### src/hw/rtl/pvt_pkg.sv
// package for the perspective vertex transform block
// holds the controller state type, command and status structs, register indexes and reciprocal seed table
package pvt_pkg;

	typedef enum logic [3:0] {
		ST_IDLE,
		ST_MAC,
		ST_ROW,
		ST_NORM,
		ST_SEED,
		ST_R3,
		ST_RECIP,
		ST_QUOT,
		ST_PROJ,
		ST_PACK,
		ST_OUT
	} pvt_state_t;

	// register indexes on the configuration port
	localparam logic [2:0] REG_ROW0 = 3'd0;
	localparam logic [2:0] REG_ROW1 = 3'd1;
	localparam logic [2:0] REG_ROW2 = 3'd2;
	localparam logic [2:0] REG_HDIST = 3'd3;
	localparam logic [2:0] REG_OFFX = 3'd4;
	localparam logic [2:0] REG_OFFY = 3'd5;

	typedef struct packed {
		logic       load;
		logic       mac;
		logic [1:0] row;
		logic [1:0] term;
		logic       row_done;
		logic       norm_step;
		logic       seed;
		logic       r3;
		logic       recip;
		logic       quot;
		logic       proj;
		logic       pack;
	} pvt_cmd_t;

	typedef struct packed {
		logic norm_done;
	} pvt_status_t;

	function automatic logic [7:0] recip_seed(input logic [8:0] idx);
		logic [7:0] v;
		if (idx < 9'd8) v = 8'hff - {idx[6:0], 1'b0};
		else begin
			// 0x20000/(0x100+i) rounded, less 0x101, with the last entry held at zero
			case (idx)
				default: v = seed_lut(idx);
			endcase
		end
		return v;
	endfunction

	function automatic logic [7:0] seed_lut(input logic [8:0] i);
		logic [7:0] t [0:256];
		t = '{
		8'hff,8'hfd,8'hfb,8'hf9,8'hf7,8'hf5,8'hf3,8'hf1,8'hef,8'hee,8'hec,8'hea,8'he8,8'he6,8'he4,8'he3,
		8'he1,8'hdf,8'hdd,8'hdc,8'hda,8'hd8,8'hd6,8'hd5,8'hd3,8'hd1,8'hd0,8'hce,8'hcd,8'hcb,8'hc9,8'hc8,
		8'hc6,8'hc5,8'hc3,8'hc1,8'hc0,8'hbe,8'hbd,8'hbb,8'hba,8'hb8,8'hb7,8'hb5,8'hb4,8'hb2,8'hb1,8'hb0,
		8'hae,8'had,8'hab,8'haa,8'ha9,8'ha7,8'ha6,8'ha4,8'ha3,8'ha2,8'ha0,8'h9f,8'h9e,8'h9c,8'h9b,8'h9a,
		8'h99,8'h97,8'h96,8'h95,8'h94,8'h92,8'h91,8'h90,8'h8f,8'h8d,8'h8c,8'h8b,8'h8a,8'h89,8'h87,8'h86,
		8'h85,8'h84,8'h83,8'h82,8'h81,8'h7f,8'h7e,8'h7d,8'h7c,8'h7b,8'h7a,8'h79,8'h78,8'h77,8'h75,8'h74,
		8'h73,8'h72,8'h71,8'h70,8'h6f,8'h6e,8'h6d,8'h6c,8'h6b,8'h6a,8'h69,8'h68,8'h67,8'h66,8'h65,8'h64,
		8'h63,8'h62,8'h61,8'h60,8'h5f,8'h5e,8'h5d,8'h5d,8'h5c,8'h5b,8'h5a,8'h59,8'h58,8'h57,8'h56,8'h55,
		8'h54,8'h53,8'h53,8'h52,8'h51,8'h50,8'h4f,8'h4e,8'h4d,8'h4d,8'h4c,8'h4b,8'h4a,8'h49,8'h48,8'h48,
		8'h47,8'h46,8'h45,8'h44,8'h43,8'h43,8'h42,8'h41,8'h40,8'h3f,8'h3f,8'h3e,8'h3d,8'h3c,8'h3c,8'h3b,
		8'h3a,8'h39,8'h39,8'h38,8'h37,8'h36,8'h36,8'h35,8'h34,8'h33,8'h33,8'h32,8'h31,8'h31,8'h30,8'h2f,
		8'h2e,8'h2e,8'h2d,8'h2c,8'h2c,8'h2b,8'h2a,8'h2a,8'h29,8'h28,8'h28,8'h27,8'h26,8'h26,8'h25,8'h24,
		8'h24,8'h23,8'h22,8'h22,8'h21,8'h20,8'h20,8'h1f,8'h1e,8'h1e,8'h1d,8'h1d,8'h1c,8'h1b,8'h1b,8'h1a,
		8'h19,8'h19,8'h18,8'h18,8'h17,8'h16,8'h16,8'h15,8'h15,8'h14,8'h14,8'h13,8'h12,8'h12,8'h11,8'h11,
		8'h10,8'h0f,8'h0f,8'h0e,8'h0e,8'h0d,8'h0d,8'h0c,8'h0c,8'h0b,8'h0a,8'h0a,8'h09,8'h09,8'h08,8'h08,
		8'h07,8'h07,8'h06,8'h06,8'h05,8'h05,8'h04,8'h04,8'h03,8'h03,8'h02,8'h02,8'h01,8'h01,8'h00,8'h00,
		8'h00};
		return (i > 9'd256) ? 8'h00 : t[i];
	endfunction

endpackage

### src/hw/rtl/pvt_ctrl.sv
// controller state machine sequencing the shared multiplier
// depends on pvt_pkg
module pvt_ctrl (
	input  logic                clk,
	input  logic                arst_n,
	input  logic                in_valid,
	output logic                in_ready,
	output logic                out_valid,
	input  logic                out_ready,
	input  pvt_pkg::pvt_status_t status,
	output pvt_pkg::pvt_cmd_t    cmd
);
	import pvt_pkg::*;

	pvt_state_t state_q, state_nx;
	logic [1:0] row_q, term_q;

	always_ff @(posedge clk or negedge arst_n) begin
		if (!arst_n) begin
			state_q <= ST_IDLE;
			row_q <= '0;
			term_q <= '0;
		end else begin
			state_q <= state_nx;
			if (state_q == ST_IDLE) begin
				row_q <= '0;
				term_q <= '0;
			end else if (state_q == ST_MAC) begin
				term_q <= term_q + 2'd1;
			end else if (state_q == ST_ROW) begin
				term_q <= '0;
				row_q <= row_q + 2'd1;
			end
		end
	end

	always_comb begin
		state_nx = state_q;
		unique case (state_q)
			ST_IDLE:  if (in_valid) state_nx = ST_MAC;
			ST_MAC:   if (term_q == 2'd2) state_nx = ST_ROW;
			ST_ROW:   state_nx = (row_q == 2'd2) ? ST_NORM : ST_MAC;
			ST_NORM:  if (status.norm_done) state_nx = ST_SEED;
			ST_SEED:  state_nx = ST_R3;
			ST_R3:    state_nx = ST_RECIP;
			ST_RECIP: state_nx = ST_QUOT;
			ST_QUOT:  state_nx = ST_PROJ;
			ST_PROJ:  state_nx = ST_PACK;
			ST_PACK:  state_nx = ST_OUT;
			ST_OUT:   if (out_ready) state_nx = ST_IDLE;
			default:  state_nx = ST_IDLE;
		endcase
	end

	always_comb begin
		cmd = '0;
		cmd.row = row_q;
		cmd.term = term_q;
		cmd.load = (state_q == ST_IDLE) && in_valid;
		cmd.mac = (state_q == ST_MAC);
		cmd.row_done = (state_q == ST_ROW);
		cmd.norm_step = (state_q == ST_NORM);
		cmd.seed = (state_q == ST_SEED);
		cmd.r3 = (state_q == ST_R3);
		cmd.recip = (state_q == ST_RECIP);
		cmd.quot = (state_q == ST_QUOT);
		cmd.proj = (state_q == ST_PROJ);
		cmd.pack = (state_q == ST_PACK);
	end

	assign in_ready = (state_q == ST_IDLE);
	assign out_valid = (state_q == ST_OUT);

	assert property (@(posedge clk) disable iff (!arst_n)
		(state_q == ST_OUT && !out_ready) |=> state_q == ST_OUT)
		else $error("result dropped while stalled");
	assert property (@(posedge clk) disable iff (!arst_n)
		(state_q == ST_MAC) |-> term_q != 2'd3)
		else $error("term counter overran");
	assert property (@(posedge clk) disable iff (!arst_n)
		!(in_ready && out_valid))
		else $error("accept while result pending");
endmodule

### config.mk
export PLATFORM = sky130hd
export DESIGN_NAME = pvt_ctrl
export DESIGN_NICKNAME = d
export VERILOG_FILES = /design/src/hw/rtl/pvt_pkg.sv /design/src/hw/rtl/pvt_ctrl.sv
export SDC_FILE = /design/constraint.sdc
export NUM_CORES = 1
export LEC_CHECK = 0
export BUFFER_PORTS_ARGS = -buffer_cell sky130_fd_sc_hd__buf_2
export CELL_PAD_IN_SITES_DETAIL_PLACEMENT = 1
export CELL_PAD_IN_SITES_GLOBAL_PLACEMENT = 1
export CORE_MARGIN = 3
export CORE_UTILIZATION = 34
export CTS_CLUSTER_DIAMETER = 80
export CTS_CLUSTER_SIZE = 24
export DETAILED_ROUTE_END_ITERATION = 8
export PLACE_DENSITY_LB_ADDON = 0.1
export SYNTH_ARGS = -nofsm -noshare
export SYNTH_HDL_FRONTEND = slang
export SYNTH_SLANG_ARGS = --single-unit
### constraint.sdc
create_clock -name clk -period 1.45 [get_ports clk]
set_input_delay 0.0725 -clock clk [delete_from_list [all_inputs] [get_ports clk]]
set_output_delay 0.0725 -clock clk [all_outputs]
set_load 0.05 [all_outputs]
# Word level (Yosys, flattened, before mapping)
# Cells that the tools add are included.
dict set report totals {
  ff_bits 8
  out_inout_bits 16
  elab_cells 40
}
dict set report op_classes {
  addsub 2
  n_eq_ne 17
  mux 12
  n_reduce_logical 6
}
# op count
set ops {}
lappend ops {{4-bit case mux with 11 select lines} 1}
lappend ops {{4-bit by 3-bit equality test with 1-bit output (second input constant)} 4}
lappend ops {{4-bit two-way mux} 4}
lappend ops {{2-bit two-way mux} 7}
lappend ops {{4-bit equality test (second input constant)} 3}
lappend ops {{4-bit by 2-bit equality test with 1-bit output (second input constant)} 2}
lappend ops {{2-bit != test (second input constant)} 3}
lappend ops {{2-bit by 1-bit adder with 2-bit output (second input constant)} 2}
lappend ops {{2-bit equality test (second input constant)} 2}
lappend ops {{4-bit by 1-bit equality test with 1-bit output (second input constant)} 1}
lappend ops {{4-bit zero test} 1}
lappend ops {{2-bit by 1-bit != test with 1-bit output (second input constant)} 2}
lappend ops {{4-bit AND reduction} 1}
lappend ops {{3-bit nonzero test} 1}
lappend ops {{2-bit AND reduction} 1}
lappend ops {{2-bit nonzero test} 1}
lappend ops {{1-bit logical AND} 1}

# Logic depth before layout (Yosys ltp)
# Gate-level depths: netlist of run 1.
dict set report logic_depth {
  ltp_word 4
  depth_mapped 6
}

# Least setup slack after synthesis of run 1
# Ideal clock, no wire load.
dict set report synth_timing {
  path_type {reg-to-output}
  from {register state_q[2]}
  to {output port cmd[1] (netlist name)}
  arrival_time_ns 1.819
  slack_ns -0.441
  stages_incl_launch_ff 4
  path_buffers 1
  path_cell_list {dfrtp_1 -> buf_4 -> or2b_1 -> nor3_1}
}
# item line_no
set synth_lines {}
lappend synth_lines {{start: declaration} pvt_ctrl.sv:15} ;# pvt_state_t state_q, state_nx;
lappend synth_lines {{start signal: assignment} pvt_ctrl.sv:24} ;# state_q <= state_nx;
lappend synth_lines {{end: declaration} pvt_ctrl.sv:11} ;# output pvt_pkg::pvt_cmd_t cmd

==> results of run 1 <==
[final cells by class]
cell class | count | area, sq um | area share [%]
Clock buffer | 4 | 26.3 | 2.69
Inverter | 5 | 18.8 | 1.92
Multi-Input combinational cell | 50 | 402 | 41.2
Sequential cell | 8 | 203 | 20.8
Tap cell | 16 | 20.0 | 2.05
Timing Repair Buffer | 33 | 307 | 31.4
[per-stage QoR]
stage / instance area, sq um / setup TNS, ns / instances
after floorplan: 612 / -0.519 / 68
after global placement: 748 / 0 / 106
after detailed placement: 748 / 0 / 106
after CTS: 885 / -0.0513 / 112
after global routing: 976 / -0.515 / 116
final: 976 / -0.0581 / 116
[worst register-to-register path: stages (launching register included)]
cell	delay (ns)
dfrtp_1	0.42
or2_4	0.29
buf_8	0.15
buf_4	0.14
o21ai_0	0.18
o41ai_2	0.10
[logic make-up (layout without fill, tap and decap cells)]
family / Yosys count / in the layout / share of synthesized area [%]
AO/OA/AOI/OAI: 13 / 13 / 15.9
buffers and inverters: 10 / 42 / 11.4
flip-flops: 8 / 8 / 33.9
multiplexers: 3 / 3 / 5.08
adder cells (fa/ha/maj): 2 / 2 / 4.24
AND/OR/NAND/NOR: 32 / 32 / 29.4
[placed cells by master (no fill, tap or decap), types with 3 or more instances in the layout]
cell / n
buf_6: 9
buf_4: 9
buf_2: 8
nor2_1: 6
dfrtp_1: 6
inv_1: 5
nor2_2: 5
a21oi_1: 4
clkbuf_4: 4
buf_8: 4
nor2_4: 3
nand2_1: 3
mux2i_1: 3
[sequential cells by signal, indices dropped and copies added, names as in the netlist]
| signal | flops |
|---|---|
| term_q | 2 |
| state_q | 4 |
| row_q | 2 |
[worst min path at each step]
stage                      start                     end  depth (start not counted)
after floorplan           arst_n    row_q[0]$_DFFE_PN0P_                          0
after global placement    arst_n  state_q[2]$_DFFE_PN0P_                          1
after detailed placement  arst_n  state_q[3]$_DFFE_PN0P_                          1
after CTS                 status  state_q[0]$_DFFE_PN0P_                          4
after global routing      status  state_q[0]$_DFFE_PN0P_                          4
final                     status  state_q[0]$_DFFE_PN0P_                          4
[routing by layer]
layer / track usage, % / vias up / routed length (microns)
met5: 0 / - / 0
li1: - / 294 / -
met4: 6.45 / 0 / 13
met1: 21.5 / 299 / 782
met2: 32.6 / 15 / 1100
met3: 3.38 / 2 / 54
[repair_timing]
action                     CTS  global route
hold endpoints to repair     8             0
setup buffers                1             4
setup endpoints to repair   12            13
gates resized for setup     31            17
hold buffers                 1             0
pin swaps                    2             3
==> impl_metrics.json, run 1 <==
{
  "grt_max_degree": 10,
  "hold_violations": 0,
  "filler_cell_count": 176,
  "rr_startpoint": "state_q[2]$_DFFE_PN0P_",
  "relSlewSlack_pct": 77.8,
  "startpoint": "state_q[2]$_DFFE_PN0P_",
  "synth_top_area_share_pct": 33.9,
  "r2r_cells": 5,
  "synth_top_area_cell": "dfrtp_1",
  "setup.worst_path.class": "flip-flop to output port",
  "dieArea_sq_um": 2270,
  "core_sq_um": 1580,
  "gp_congestion": 0.717,
  "period_minus_slack_ns": 1.48,
  "synth_warnings": 0,
  "reg2reg_to": "row_q[1]$_DFFE_PN0P_",
  "vias": 610,
  "nets": 108,
  "drt_pass1_iterations": 4,
  "synth_area_per_cell_sq_um": 8.68,
  "ioPinCount": 21,
  "cp.arrival_ns": 1.41,
  "ant_nets": 0,
  "die_h_microns": 47.7,
  "violations": "negative setup slack",
  "crit_end": "cmd[13]",
  "path_cells": "or2_4 -> nor3_4 -> and2_4 -> buf_8",
  "start_kind": "flip-flop",
  "numCtsBuffers": 3,
  "dieWidth_microns": 47.7,
  "fin_worst_skew_ns": 0.00765,
  "cts_tree": "done",
  "drc_errors": 0,
  "grt_pass1_wl_microns": 2770,
  "critPathMaxStageDelay_ns": 0.42,
  "r2r_slack_ns": 0.07,
  "final_util_pct": 61.9,
  "cpMaxStageDelayCell": "dfrtp_1",
  "yosysUniqueCellTypes": 27,
  "htreeDepth": 1,
  "grt_usage_pct": 18.2,
  "critical_path.top_delay_family": "simple AND/OR/NAND/NOR gates",
  "worstPathMaxFanout": 2,
  "insertion_delay_ns": 0.26,
  "drv_slew": 0,
  "area_delta_synth_final_pct": 65.3,
  "finalCritPeriodShare_pct": 102,
  "path_clk_slew_ns": 0.07,
  "status": "finished with violations",
  "maxCapViolCount": 0,
  "synth_ff_type": "dfrtp_1",
  "yosysMostFrequentCell": "nor2_1",
  "clock-root-buffer": "clkbuf_4",
  "finalSetupViolations": 5,
  "synth_area_leaders": "dfrtp_1 34%, nor2_1 8.3%, buf_6 5.7%",
  "globalRoute.totalOverflow": 0,
  "dp_worst_setup_slack_ns": 0.121,
  "hpwlAfterDp_microns": 1250,
  "vias_per_cell": 5.26,
  "netlist_instances": 68,
  "rows": 14,
  "antenna_cells": 0,
  "antenna_found_initial": 0,
  "wl_microns": 1950,
  "cts_max_path_buffers": 2,
  "synth_edf_count": 0,
  "synth-seq-area-share_pct": 33.9,
  "grt_pass1_vias": 560,
  "syn-cell-area_sq_um": 591,
  "layout_setup_ws_ns": -0.0286,
  "hp-class": "primary input to flip-flop",
  "synth-seq-cells": 8,
  "drive_above_1_share_pct": 60.0,
  "synth_commonest_cells": "13 x nor2_1, 8 x dfrtp_1, 5 x inv_1",
  "worst_pin_slew_ns": 0.331,
  "rsz0062_at_grt": "yes",
  "synth_async_sr_flop_share_pct": 100,
  "hold-worst-slack_ns": 0.162,
  "synth.net_count": 75,
  "numClockSinks": 8,
  "io_buffers": 20,
  "worst-path-stages": 4,
  "timing.fmax_ghz": 0.676,
  "required_ns": 1.38,
  "drt_iter0_markers": 5,
  "wl_per_cell_microns": 16.8,
  "path_buf_inv": 1,
  "initial_core_util_pct": 37.5,
  "endpoint_kind": "output port"
}
Power of run 1 is left out: the tool's default activity adds up to more than one toggle a clock period on the data nets, which glitch-free logic cannot reach.
==> inputs of run 2 (changes only) <==
==> constraint.sdc (replaced) <==
create_clock -name clk -period 1.45 [get_ports clk]
set_input_delay 0.2175 -clock clk [delete_from_list [all_inputs] [get_ports clk]]
set_output_delay 0.2175 -clock clk [all_outputs]
set_load 0.05 [all_outputs]
==> run 2 against run 1 <==
Net effect: the run still ends with negative setup slack left; clock skew grew 0.0035 ns; setup slack lost 0.15 ns; non-clock buffer count is 6 higher; sequential share of layout area is 2.3 points lower; global-route usage is 1.9 points higher; core utilization up 8.0 points; critical path depth unchanged; die area did not move; wire length is 25% higher; design area rose by 13%; sequential cell count stayed put; largest cell class unchanged.
==> impl_metrics.json, run 2 (synthesized netlist as in run 1, its figures left out) <==
{
  "status": "finished with violations",
  "violations": "negative setup slack",
  "drv_slew": 0,
  "vias_per_cell": 5.44,
  "cts_max_path_buffers": 2,
  "nets": 114,
  "drt_iter0_markers": 4,
  "rr_startpoint": "state_q[3]$_DFFE_PN0P_",
  "worstPathMaxFanout": 2,
  "layout_commonest_cell": "buf_6",
  "dieArea_sq_um": 2270,
  "numCtsBuffers": 3,
  "critPathMaxStageDelay_ns": 0.40,
  "largest_reg_flops": 4,
  "startpoint": "state_q[2]$_DFFE_PN0P_",
  "antenna_found_initial": 0,
  "finalSetupViolations": 13,
  "hpwlAfterDp_microns": 1270,
  "hold-worst-slack_ns": 0.289,
  "rsz0062_at_grt": "yes",
  "final_util_pct": 69.9,
  "start_kind": "flip-flop",
  "rows": 14,
  "die_h_microns": 47.7,
  "grt_max_degree": 9,
  "cpMaxStageDelayCell": "dfrtp_1",
  "relSlewSlack_pct": 82.7,
  "core_sq_um": 1580,
  "cts_tree": "done",
  "grt_pass1_wl_microns": 3020,
  "globalRoute.totalOverflow": 0,
  "hold_violations": 0,
  "gp_congestion": 0.764,
  "wl_per_cell_microns": 20.1,
  "vias": 664,
  "timing.fmax_ghz": 0.615,
  "ioPinCount": 21,
  "endpoint_kind": "output port",
  "largestRegisters": "state_q x4, row_q x2, term_q x2",
  "grt_pass1_vias": 637,
  "layout_setup_ws_ns": -0.176,
  "drt_pass1_iterations": 4,
  "dieWidth_microns": 47.7,
  "numClockSinks": 8,
  "maxCapViolCount": 0,
  "grt_usage_pct": 20.1,
  "io_buffers": 20,
  "cp.arrival_ns": 1.41,
  "fin_worst_skew_ns": 0.0112,
  "ant_nets": 0,
  "antenna_cells": 0,
  "drive_above_1_share_pct": 66.0,
  "insertion_delay_ns": 0.27,
  "path_clk_slew_ns": 0.06,
  "htreeDepth": 1,
  "final_cell_mix": "14 x buf_6, 9 x buf_4, 8 x nor2_4, 8 x buf_2, 7 x buf_8",
  "path_cells": "or2_4 -> nor3_4 -> and2_4 -> buf_8",
  "initial_core_util_pct": 37.5,
  "period_minus_slack_ns": 1.63,
  "area_delta_synth_final_pct": 86.7,
  "hold_start": "status",
  "setup.worst_path.class": "flip-flop to output port",
  "clock-root-buffer": "clkbuf_4",
  "drc_errors": 0,
  "finalCritPeriodShare_pct": 112,
  "worst_pin_slew_ns": 0.261,
  "required_ns": 1.23,
  "wl_microns": 2450,
  "hp-class": "primary input to flip-flop",
  "top_register": "state_q"
}
[run 2: changes by cell type in the layout (fill, tap and decap cells not counted), sizes merged]
| cell | delta |
|---|---|
| buf | +7 |
| clkbuf | -1 |
[run 2: repair_timing]
item                                   CTS  global route
pin swaps                                4             4
endpoints found under the hold margin    8             0
setup buffers                            4             6
gates resized for setup                 43            23
setup endpoints to repair               12            13
hold buffers                             1             0
[run 2: worst max-delay path, delay by kind of cell, from the launching register on]
kind / cells / cell delay (ns)
buf+inv: 1 / 0.14
flops: 1 / 0.40
simple gates: 3 / 0.61
[run 2: area by class of cell]
class	instances	area, sq um
Fill cell	160	474
Inverter	5	18.8
Clock buffer	4	26.3
Tap cell	16	20.0
Sequential cell	8	204
Timing Repair Buffer	39	380
Multi-Input combinational cell	50	453
[run 2: final timing paths]
path / endpoint / slack [ns] / cells after the start
worst max register to register: state_q[1]$_DFFE_PN0P_ / -0.07 / 7
worst max-delay path: cmd[13] / -0.18 / 4
worst min-delay path: state_q[0]$_DFFE_PN0P_ / 0.29 / 4
worst min register to register: term_q[0]$_DFFE_PN0P_ / 0.53 / 1
max in group asynchronous: state_q[1]$_DFFE_PN0P_ / 0.90 / 2
min in group asynchronous: row_q[0]$_DFFE_PN0P_ / 0.35 / 2
[run 2: layer usage]
| layer | GRT usage [%] | up-vias | share of wire (%) |
|---|---|---|---|
| met3 | 3.01 | 9 | 3.9 |
| met5 | 0 | - | 0 |
| met4 | 14.0 | 0 | 3.7 |
| met2 | 36.1 | 28 | 53 |
| met1 | 21.2 | 324 | 39 |
| li1 | - | 303 | - |
[run 2: metrics by stage]
| step | instance area (sq um) | std cells | worst slack (ns) | TNS (ns) |
|---|---|---|---|---|
| final | 1100 | 122 | -0.176 | -1.33 |
| after floorplan | 623 | 68 | -0.418 | -1.17 |
| after global routing | 1100 | 122 | -0.213 | -1.86 |
| after detailed placement | 754 | 107 | -0.00704 | -0.00704 |
| after CTS | 967 | 116 | -0.121 | -0.869 |
| after global placement | 754 | 107 | 0.0245 | 0 |
Power of run 2 is left out for the same reason.
